==> config.mk <==
export PLATFORM = sky130hd
export DESIGN_NAME = register_alu_execute_unit
export DESIGN_NICKNAME = d
export VERILOG_FILES = /design/src/hdl/raeu_pkg.sv /design/src/hdl/register_alu_execute_unit.sv
export SDC_FILE = /design/constraint.sdc
export NUM_CORES = 2
export LEC_CHECK = 0
export BUFFER_PORTS_ARGS = -buffer_cell sky130_fd_sc_hd__buf_4
export CORE_AREA = 5 5 343 598
export CTS_BUF_LIST = sky130_fd_sc_hd__clkbuf_16
export CTS_CLUSTER_SIZE = 30
export DETAILED_ROUTE_END_ITERATION = 10
export DIE_AREA = 0 0 348 603
export PLACE_DENSITY = 0.62
export SLEW_MARGIN = 40
export SYNTH_ARGS = -nofsm -noshare
export SYNTH_HDL_FRONTEND = slang
export SYNTH_SLANG_ARGS = --single-unit
export TNS_END_PERCENT = 100
==> constraint.sdc <==
create_clock -name clk -period 20.7 [get_ports clk]
set_input_delay 3.105 -clock clk [delete_from_list [all_inputs] [get_ports clk]]
set_output_delay 3.105 -clock clk [all_outputs]
set_load 0.01 [all_outputs]
==> src/hdl/raeu_pkg.sv <==
// ----------------------------------------------------------------------------
// Register ALU execute unit package
// Shared types and operation codes for the execute unit.
// ----------------------------------------------------------------------------
package raeu_pkg;

  localparam int DataW = 32;
  localparam int IdxW  = 5;

  typedef enum logic [4:0] {
    K_ADD  = 5'd0,  K_SUB  = 5'd1,  K_MUL  = 5'd2,  K_DIV  = 5'd3,
    K_MFHI = 5'd4,  K_MFLO = 5'd5,  K_AND  = 5'd6,  K_OR   = 5'd7,
    K_NOR  = 5'd8,  K_XOR  = 5'd9,  K_SLL  = 5'd10, K_SRL  = 5'd11,
    K_JR   = 5'd12, K_ADDI = 5'd13, K_ANDI = 5'd14, K_ORI  = 5'd15,
    K_XORI = 5'd16
  } kind_t;

  typedef struct packed {
    logic [4:0]  kind;
    logic [4:0]  src_a;
    logic [4:0]  src_b;
    logic [4:0]  dest;
    logic [4:0]  shift_amount;
    logic [15:0] immediate;
  } cmd_t;

  typedef struct packed {
    logic             wrote;
    logic [IdxW-1:0]  written_index;
    logic [DataW-1:0] written_value;
    logic [DataW-1:0] jump_target;
    logic             status;
  } res_t;

endpackage

==> src/hdl/register_alu_execute_unit.sv <==
// ----------------------------------------------------------------------------
// Register ALU execute unit
// Executes one ALU instruction per item against a register file and HI/LO.
// ----------------------------------------------------------------------------
// Usage: raise start with an item on cmd while busy is low; the item is
// accepted at that clock edge and busy rises at once. Sources are read from
// the register file as the item is accepted and the operation is issued in
// the following cycle. Simple operations show their result in the cycle after
// that. Multiply runs a shift-and-add loop and divide a restoring loop of 32
// steps followed by a step that applies the signs; the loop counter bounds
// both loops, and both loops share one 33-bit adder. The result is on res
// while done is high, for exactly one cycle; the receiver cannot hold it off,
// so it must take it then. busy falls in the same cycle that done is shown,
// so a new item may be accepted then.
// Reset clears the register file, HI and LO to zero: the file is held in
// flip-flops with a valid bit per entry, and an entry that is not valid reads
// as zero. Registers at or above REG_COUNT read as zero and writes to them
// are dropped and reported as no write.
// ----------------------------------------------------------------------------
module register_alu_execute_unit
  import raeu_pkg::*;
#(
  parameter int REG_COUNT = 32
) (
  input  logic clk,
  input  logic rst,
  input  logic start,
  input  cmd_t cmd,
  output logic busy,
  output logic done,
  output res_t res
);

  localparam int RegIdxW = $clog2(REG_COUNT);

  typedef enum logic [4:0] {
    S_IDLE = 5'b00001,
    S_READ = 5'b00010,
    S_MUL  = 5'b00100,
    S_DIV  = 5'b01000,
    S_DONE = 5'b10000
  } state_t;

  state_t state;
  cmd_t   op;
  logic [DataW-1:0] regs [REG_COUNT];
  logic [REG_COUNT-1:0] valid;
  logic [DataW-1:0] hi, lo;
  logic [DataW-1:0] a, b;
  // Multiply: acc holds the running high half, sh the multiplier / product low.
  // Divide: acc holds the partial remainder, sh the dividend / quotient.
  logic [DataW-1:0] acc, sh, mcand;
  logic [5:0] cnt;
  logic neg_a, neg_b;

  // Shared adder: adds for multiply, subtracts the divisor for divide.
  logic [DataW:0] rem_sh, sum;
  assign rem_sh = {acc, sh[DataW-1]};
  always_comb begin
    if (state == S_MUL) sum = {1'b0, acc} + (sh[0] ? {1'b0, mcand} : '0);
    else sum = rem_sh - {1'b0, mcand};
  end

  logic [DataW-1:0] abs_a, abs_b;
  assign abs_a = a[DataW-1] ? -a : a;
  assign abs_b = b[DataW-1] ? -b : b;

  // Divide sign correction: the quotient is negated when the operand signs
  // differ, and the remainder takes the sign of the dividend.
  logic [DataW-1:0] q_fix, r_fix;
  assign q_fix = (neg_a ^ neg_b) ? -sh : sh;
  assign r_fix = neg_a ? -acc : acc;

  logic [DataW-1:0] wval, simm;
  logic wr;
  logic [4:0] widx;
  assign simm = {{16{op.immediate[15]}}, op.immediate};
  always_comb begin
    wr = 1'b1;
    widx = op.dest;
    wval = '0;
    case (op.kind)
      K_ADD:  wval = a + b;
      K_SUB:  wval = a - b;
      K_MFHI: wval = hi;
      K_MFLO: wval = lo;
      K_AND:  wval = a & b;
      K_OR:   wval = a | b;
      K_NOR:  wval = ~(a | b);
      K_XOR:  wval = a ^ b;
      K_SLL:  wval = b << op.shift_amount;
      K_SRL:  wval = b >> op.shift_amount;
      K_ADDI: begin widx = op.src_b; wval = a + simm; end
      K_ANDI: begin widx = op.src_b; wval = a & {16'd0, op.immediate}; end
      K_ORI:  begin widx = op.src_b; wval = a | {16'd0, op.immediate}; end
      K_XORI: begin widx = op.src_b; wval = a ^ {16'd0, op.immediate}; end
      default: wr = 1'b0;
    endcase
    if (!wr || 32'(widx) >= REG_COUNT) begin
      wr = 1'b0; widx = '0; wval = '0;
    end
  end

  assign busy = (state != S_IDLE) && (state != S_DONE);

  always_ff @(posedge clk) begin
    if (rst) begin
      state <= S_IDLE;
      valid <= '0;
      hi <= '0;
      lo <= '0;
      done <= 1'b0;
    end else begin
      case (state)
        S_IDLE, S_DONE: begin
          done <= 1'b0;
          if (start) begin
            op <= cmd;
            state <= S_READ;
          end else state <= S_IDLE;
        end
        S_READ: begin
          // a and b were loaded on acceptance; issue the operation now.
          cnt <= '0;
          neg_a <= a[DataW-1];
          neg_b <= b[DataW-1];
          if (op.kind == K_MUL) begin
            res <= '0; acc <= '0; sh <= a; mcand <= b;
            done <= 1'b0; state <= S_MUL;
          end else if (op.kind == K_DIV && b != '0) begin
            res <= '0; acc <= '0; sh <= abs_a; mcand <= abs_b;
            done <= 1'b0; state <= S_DIV;
          end else begin
            // A divide by zero lands here with no write and status set.
            res <= {wr, widx, wval, (op.kind == K_JR) ? a : {DataW{1'b0}},
                    op.kind == K_DIV};
            if (wr) begin
              regs[widx[RegIdxW-1:0]] <= wval;
              valid[widx[RegIdxW-1:0]] <= 1'b1;
            end
            done <= 1'b1;
            state <= S_DONE;
          end
        end
        S_MUL: begin
          {acc, sh} <= {sum, sh[DataW-1:1]};
          cnt <= cnt + 6'd1;
          if (cnt == 6'(DataW-1)) begin
            hi <= sum[DataW:1] - (neg_a ? b : '0) - (neg_b ? a : '0);
            lo <= {sum[0], sh[DataW-1:1]};
            done <= 1'b1;
            state <= S_DONE;
          end else done <= 1'b0;
        end
        S_DIV: begin
          // Steps 0 to 31 develop the magnitudes; at step 32 acc and sh
          // already hold them, so only the signs are applied and the shift
          // made in that cycle is never used.
          if (!sum[DataW]) begin
            acc <= sum[DataW-1:0];
            sh <= {sh[DataW-2:0], 1'b1};
          end else begin
            acc <= rem_sh[DataW-1:0];
            sh <= {sh[DataW-2:0], 1'b0};
          end
          cnt <= cnt + 6'd1;
          if (cnt == 6'(DataW)) begin
            hi <= r_fix; lo <= q_fix; done <= 1'b1; state <= S_DONE;
          end else done <= 1'b0;
        end
        default: begin
          done <= 1'b0;
          state <= S_IDLE;
        end
      endcase
    end
  end

  logic [DataW-1:0] a_rd, b_rd;
  assign a_rd = (32'(cmd.src_a) < REG_COUNT && valid[cmd.src_a[RegIdxW-1:0]]) ?
                regs[cmd.src_a[RegIdxW-1:0]] : '0;
  assign b_rd = (32'(cmd.src_b) < REG_COUNT && valid[cmd.src_b[RegIdxW-1:0]]) ?
                regs[cmd.src_b[RegIdxW-1:0]] : '0;
  always_ff @(posedge clk) begin
    if (start && !busy) begin
      a <= a_rd;
      b <= b_rd;
    end
  end

`ifndef ASSERT_OFF
  a_done_not_busy: assert property (@(posedge clk) disable iff (rst)
    done |-> !busy) else $error("done while busy");
  a_accept_busy: assert property (@(posedge clk) disable iff (rst)
    (start && !busy) |=> busy) else $error("accepted item did not start");
  a_done_pulse: assert property (@(posedge clk) disable iff (rst)
    done |=> !done) else $error("done longer than a cycle");
`endif

endmodule

# Word-level counts from Yosys, hierarchy flattened
# Memory sizes are Yosys's and may differ from the RTL's. A register that Yosys moved wholly into a read port is not among the register bits.
# Cells that the tools add are included.
[word_totals]
regBits = 313
latch_bits = 0
ramBits = 1024
rom_bits = 0
input_bits = 44
output_inout_bits = 73
wordCells = 162
n_memories = 1
[memory_table]
columns = ["memory", "depth", "width", "read_ports", "rd_ports_with_merged_regs", "wr", "line_no", "text"]
rows = [
  ["regs", 32, 32, 2, 2, 1, "register_alu_execute_unit.sv:46", "logic [DataW-1:0] regs [REG_COUNT];"],
]
[classes]
addsub = 12
mul = 0
div_mod_pow = 0
magnitude_cmp = 4
n_eq_ne = 28
shift = 2
mux = 54
bitwise = 13
reduce_logical = 27
[ops]
columns = ["operator", "count"]
rows = [
  ["2-to-1 mux 32 bit", 19],
  ["one-hot mux 32 bit (14 select lines)", 1],
  ["one-hot mux 32 bit (3 select lines)", 2],
  ["negation 32 bit", 4],
  ["one-hot mux 32 bit (2 select lines)", 2],
  ["subtractor 32 bit", 3],
  ["adder 32 bit", 2],
  ["bitwise OR 32 bit", 2],
  ["== test 5 x 4 -> 1 bit (second input constant)", 9],
  ["adder 32 x 32 -> 33 bit", 1],
  ["2-to-1 mux 33 bit", 1],
  ["subtractor 33 x 32 -> 33 bit", 1],
  ["bitwise AND 32 x 16 -> 32 bit", 1],
  ["bitwise AND 32 bit", 1],
  ["inverter 32 bit", 1],
  ["bitwise OR 32 x 16 -> 32 bit", 1],
  ["nonzero test 32 bit", 1],
  ["<< shifter 32 x 5 -> 32 bit", 1],
  ["right shift 32 x 5 -> 32 bit", 1],
  ["bitwise XOR 32 x 16 -> 32 bit", 1],
  ["bitwise XOR 32 bit", 1],
  ["2-to-1 mux 5 bit", 6],
  ["== test 5 x 3 -> 1 bit (second input constant)", 5],
  ["one-hot mux 5 bit (4 select lines)", 1],
  ["33 further kinds", 72],
]

# Logic depth before layout (Yosys ltp)
[logic_depth]
depth_word = 10
ltp_mapped = 27
mapped_depth_nobuf = 26

# Worst setup path after synthesis
# Ideal clock, no wire load.
[synth_path]
path_type = "input to register"
from = "input rst"
to = "memory regs[0][0] (enable)"
setup_ps = 423
arrival_ps = 8322
required_ps = 20277
slack_ps = 11955
cell_stages = 4
n_path_buf = 0
cell_sequence = "nor2_1 and3_1 nand3_1 nor2_1"
[synth_via]
elab_chain_cells = 2
[synth_rtl]
columns = ["item", "line_no", "text"]
rows = [
  ["from (decl)", "register_alu_execute_unit.sv:26", "input logic rst,"],
  ["2-to-1 mux 1 bit", "register_alu_execute_unit.sv:107", "if (rst) begin"],
  ["2-to-1 mux 1 bit (implied by the code)", "register_alu_execute_unit.sv:138", "regs[widx[RegIdxW-1:0]] <= wval;"],
  ["to (decl)", "register_alu_execute_unit.sv:46", ""],
]
# Every way passes these cells.

# Worst setup path after layout
[layout_path]
from = "register sh[31]"
to = "register hi[31]"
[layout_via]
elab_chain_cells = 6
[layout_rtl]
columns = ["item", "line_no", "text"]
rows = [
  ["from (decl)", "register_alu_execute_unit.sv:52", "logic [DataW-1:0] acc, sh, mcand;"],
  ["from (signal assigned)", "register_alu_execute_unit.sv:146", "{acc, sh} <= {sum, sh[DataW-1:1]};"],
  ["from (signal assigned)", "register_alu_execute_unit.sv:161", "sh <= {sh[DataW-2:0], 1'b1};"],
  ["from (signal assigned)", "register_alu_execute_unit.sv:164", "sh <= {sh[DataW-2:0], 1'b0};"],
  ["subtractor 33 x 32 -> 33 bit", "register_alu_execute_unit.sv:61", "else sum = rem_sh - {1'b0, mcand};"],
  ["2-to-1 mux 33 bit", "register_alu_execute_unit.sv:60", "if (state == S_MUL) sum = {1'b0, acc} + (sh[0] ? {1'b0, mcand} : '0);"],
  ["subtractor 32 bit (2 in series)", "register_alu_execute_unit.sv:149", "hi <= sum[DataW:1] - (neg_a ? b : '0) - (neg_b ? a : '0);"],
  ["2-to-1 mux 32 bit", "register_alu_execute_unit.sv:148", "if (cnt == 6'(DataW-1)) begin"],
  ["one-hot mux 32 bit (2 select lines)", "register_alu_execute_unit.sv:114", "case (state)"],
  ["to (signal assigned)", "register_alu_execute_unit.sv:149", ""],
  ["to (decl)", "register_alu_execute_unit.sv:48", "logic [DataW-1:0] hi, lo;"],
]
# Every way passes these cells. The select of a mux whose other input is x is not followed.
# A chain may end at the register's enable or synchronous reset.

==> results.sh <==
export IMPL_outcome="complete, but fails checks"
export IMPL_violations="design-rule violations"
export IMPL_syn_num_nets=6118
export IMPL_fin_crit_ns=7.29
export IMPL_io_buffers=116
export IMPL_arrival_ns=7.96
export IMPL_yosys_area_top_type="edfxtp_1"
export IMPL_synth_seq_area_share_pct=51.7
export IMPL_die_w_um=348
export IMPL_synth_top_cell_area_share_pct=49.1
export IMPL_netlist_area_um2=79500
export IMPL_syn_to_final_growth_pct=11.6
export IMPL_wl_per_cell_um=34.1
export IMPL_cts_tree="done"
export IMPL_worstPathMaxFanout=5
export IMPL_setup_ws_ns=13.41
export IMPL_die_area_um2=210000
export IMPL_worst_setup_path_start_kind="flop"
export IMPL_slew_viol_final=0
export IMPL_switchingPower_w=0.00161
export IMPL_mostFrequentLayoutCell="edfxtp_1"
export IMPL_grt_max_degree=72
export IMPL_clk_pin_slew_ns=0.07
export IMPL_worst_pin_slew_ns=0.956
export IMPL_design_area_um2=88700
export IMPL_drcViolationCount=1
export IMPL_tns_ns=0
export IMPL_layout_common_cells="edfxtp_1, mux4_2, nor2_1"
export IMPL_io_pins=117
export IMPL_coreArea_um2=199000
export IMPL_setup_viol=0
export IMPL_cts_setup_buffers=0
export IMPL_post_route_util_pct=44.5
export IMPL_ys_async_sr_fraction_pct=0
export IMPL_max_freq_ghz=0.137
export IMPL_num_nets_final=6154
export IMPL_rsz0062_at_grt="no"
export IMPL_r2r_slack_ns=13.41
export IMPL_antenna_left=0
export IMPL_critPathRequiredTime_ns=21.37
export IMPL_routabilityCongestion=1.03
export IMPL_p_per_area_nw_per_um2=72.1
export IMPL_finalPower_w=0.00639
export IMPL_cts_max_path_buffers=4
export IMPL_clock_latency_ns=0.82
export IMPL_die_height_um=603
export IMPL_synth_main_ff_cell="edfxtp_1"
export IMPL_comb_power_share_pct=11.5
export IMPL_cts_resized=0
export IMPL_ys_top_cells_by_area="edfxtp_1, mux4_2, ha_1, dfxtp_1, mux2i_1"
export IMPL_vias=55500
export IMPL_critical_path_class="reg2reg"
export IMPL_skew_ns=0.0729
export IMPL_drive_gt1_share_pct=21.9
export IMPL_timing_final_crit_share_pct=35.2
export IMPL_switching_share_pct=25.1
export IMPL_track_usage_pct=27.2
export IMPL_placed_area_um2=84200
export IMPL_first_iter_violations=6550
export IMPL_grt_pass1_vias=57400
export IMPL_clkPwrFrac_pct=39.0
export IMPL_ys_ff_latch=1401
export IMPL_overflow=0
export IMPL_power_frac_seq_pct=49.5
export IMPL_ys_warn_count=0
export IMPL_slew_headroom_pct=36.0
export IMPL_multi_input_area_um2=36600
export IMPL_maxCapViolCount=0
export IMPL_synth_edf_count=1299
export IMPL_seqCellArea_um2=41000
export IMPL_cellLeakagePower_nw=30.6
export IMPL_fp_row_count=217
export IMPL_antenna_found_initial=12
export IMPL_synth_cells=5810
export IMPL_avgSynthCellArea_um2=13.7
export IMPL_holdBufCountCts=0
export IMPL_clock_sinks=1401
export IMPL_grt_first_pass_wirelength_mm=411
export IMPL_cts_buffers=141
export IMPL_hold_viol=0
export IMPL_dp_slack_ns=12.49
export IMPL_cts_htree_levels=4
export IMPL_start_util_pct=39.9
export IMPL_power_internal_w=0.00478
export IMPL_totalWireLength_mm=293
export IMPL_fillCellCount=17800
export IMPL_netlist_cell_type_count=98
export IMPL_vdd_drop_max_mv=0.0505
export IMPL_cts_root_buf="clkbuf_16"
export IMPL_endpoint_kind="flop"
export IMPL_detail_route_first_pass_iterations=11
export IMPL_hp_class="reg2reg"
export IMPL_viasPerCell=6.47
export IMPL_place_hpwl_mm=196
-- power groups by stage --
stage	clock network, W	logic [W]	registers (W)
floorplan	0	0.000479	0.00320
global placement	0	0.000702	0.00322
detailed placement	0	0.000716	0.00322
CTS	0.00254	0.000718	0.00316
global route	0.00264	0.000775	0.00316
finish	0.00249	0.000732	0.00316
-- cells by family (layout without fill, tap and decap cells) --
kind of cell / count (synthesis) / in the layout / synth area share [%]
other cells: 0 / 7 / 0
buf+inv: 645 / 781 / 3.15
fa+ha+maj: 264 / 264 / 4.48
mux: 853 / 853 / 21.2
xor+xnor: 222 / 222 / 2.45
flops: 1401 / 1401 / 51.7
compound gates: 1223 / 1223 / 10.0
simple gates: 1202 / 1202 / 7.02
-- synth_stat cells, drive strengths merged, types with 32 or more instances --
cell type / number
nor3: 65
xnor2: 166
and2: 110
ha: 230
a221oi: 46
o31ai: 35
nand3: 77
dfxtp: 102
and3: 32
a22oi: 42
clkbuf: 294
a21oi: 313
xor2: 56
a31oi: 33
mux2i: 173
buf: 101
nand2b: 34
inv: 249
fa: 34
o211ai: 63
o21ai: 294
nand2: 306
mux4: 662
edfxtp: 1299
nor2: 442
a211oi: 55
a21o: 87
-- stage by stage --
step,instances,hold WS [ns]
6_report,8581,0.466
3_5_place_dp,8324,0.448
4_1_cts,8567,0.464
2_1_floorplan,5810,0.432
5_1_grt,8576,0.481
3_3_place_gp,8320,0.444
-- sequential cells by signal, indices dropped and copies added (netlist names) --
| register | cells |
|---|---|
| done | 1 |
| mcand | 32 |
| b | 32 |
| acc | 32 |
| hi | 32 |
| a | 32 |
| regs | 1024 |
| cnt | 6 |
| state | 5 |
| sh | 32 |
| neg_b | 1 |
| lo | 32 |
| neg_a | 1 |
| res | 71 |
| op | 36 |
| valid | 32 |
-- worst paths after layout --
kind | from | endpoint | cells after the start
worst max-delay path | sh[31] | hi[31] | 24
worst min-delay path | lo[8] | lo[8] | 2
worst max register to register | sh[31] | hi[31] | 24
worst min register to register | lo[8] | lo[8] | 2
-- layer usage --
| layer | part of all wire (%) | wire (µm) | global-route usage (%) |
|---|---|---|---|
| met1 | 33 | 95300 | 29.6 |
| met4 | 8.9 | 26100 | 19.5 |
| met2 | 51 | 148000 | 47.9 |
| met5 | 0.012 | 35 | 0 |
| met3 | 7.9 | 23100 | 4.66 |
-- critical path, stage by stage, from the launching register on --
cell	delay (ns)
edfxtp_1	0.81
inv_1	0.11
ha_1	0.26
fa_1	0.41
nand2b_1	0.18
a21oi_1	0.25
o21ai_1	0.25
o211ai_1	0.57
a21oi_1	0.27
o211a_1	0.33
o21ai_0	0.28
xor2_1	0.11
a21boi_0	0.41
fa_1	0.49
inv_1	0.07
ha_1	0.25
a21o_1	0.17
a31o_2	0.25
o21ai_0	0.50
a31o_1	0.27
a21o_1	0.22
nor2_1	0.06
a211o_1	0.23
xnor2_1	0.12
a311oi_1	0.26
-- layout make-up --
class	count	share of cell area [%]
Antenna cell	7	0.0198
Clock buffer	144	4.06
Clock inverter	99	0.801
Tap cell	2628	3.71
Multi-Input combinational cell	3764	41.3
Timing Repair Buffer	288	2.79
Sequential cell	1401	46.3
Inverter	250	1.06
(Power assumes the default switching activity.)
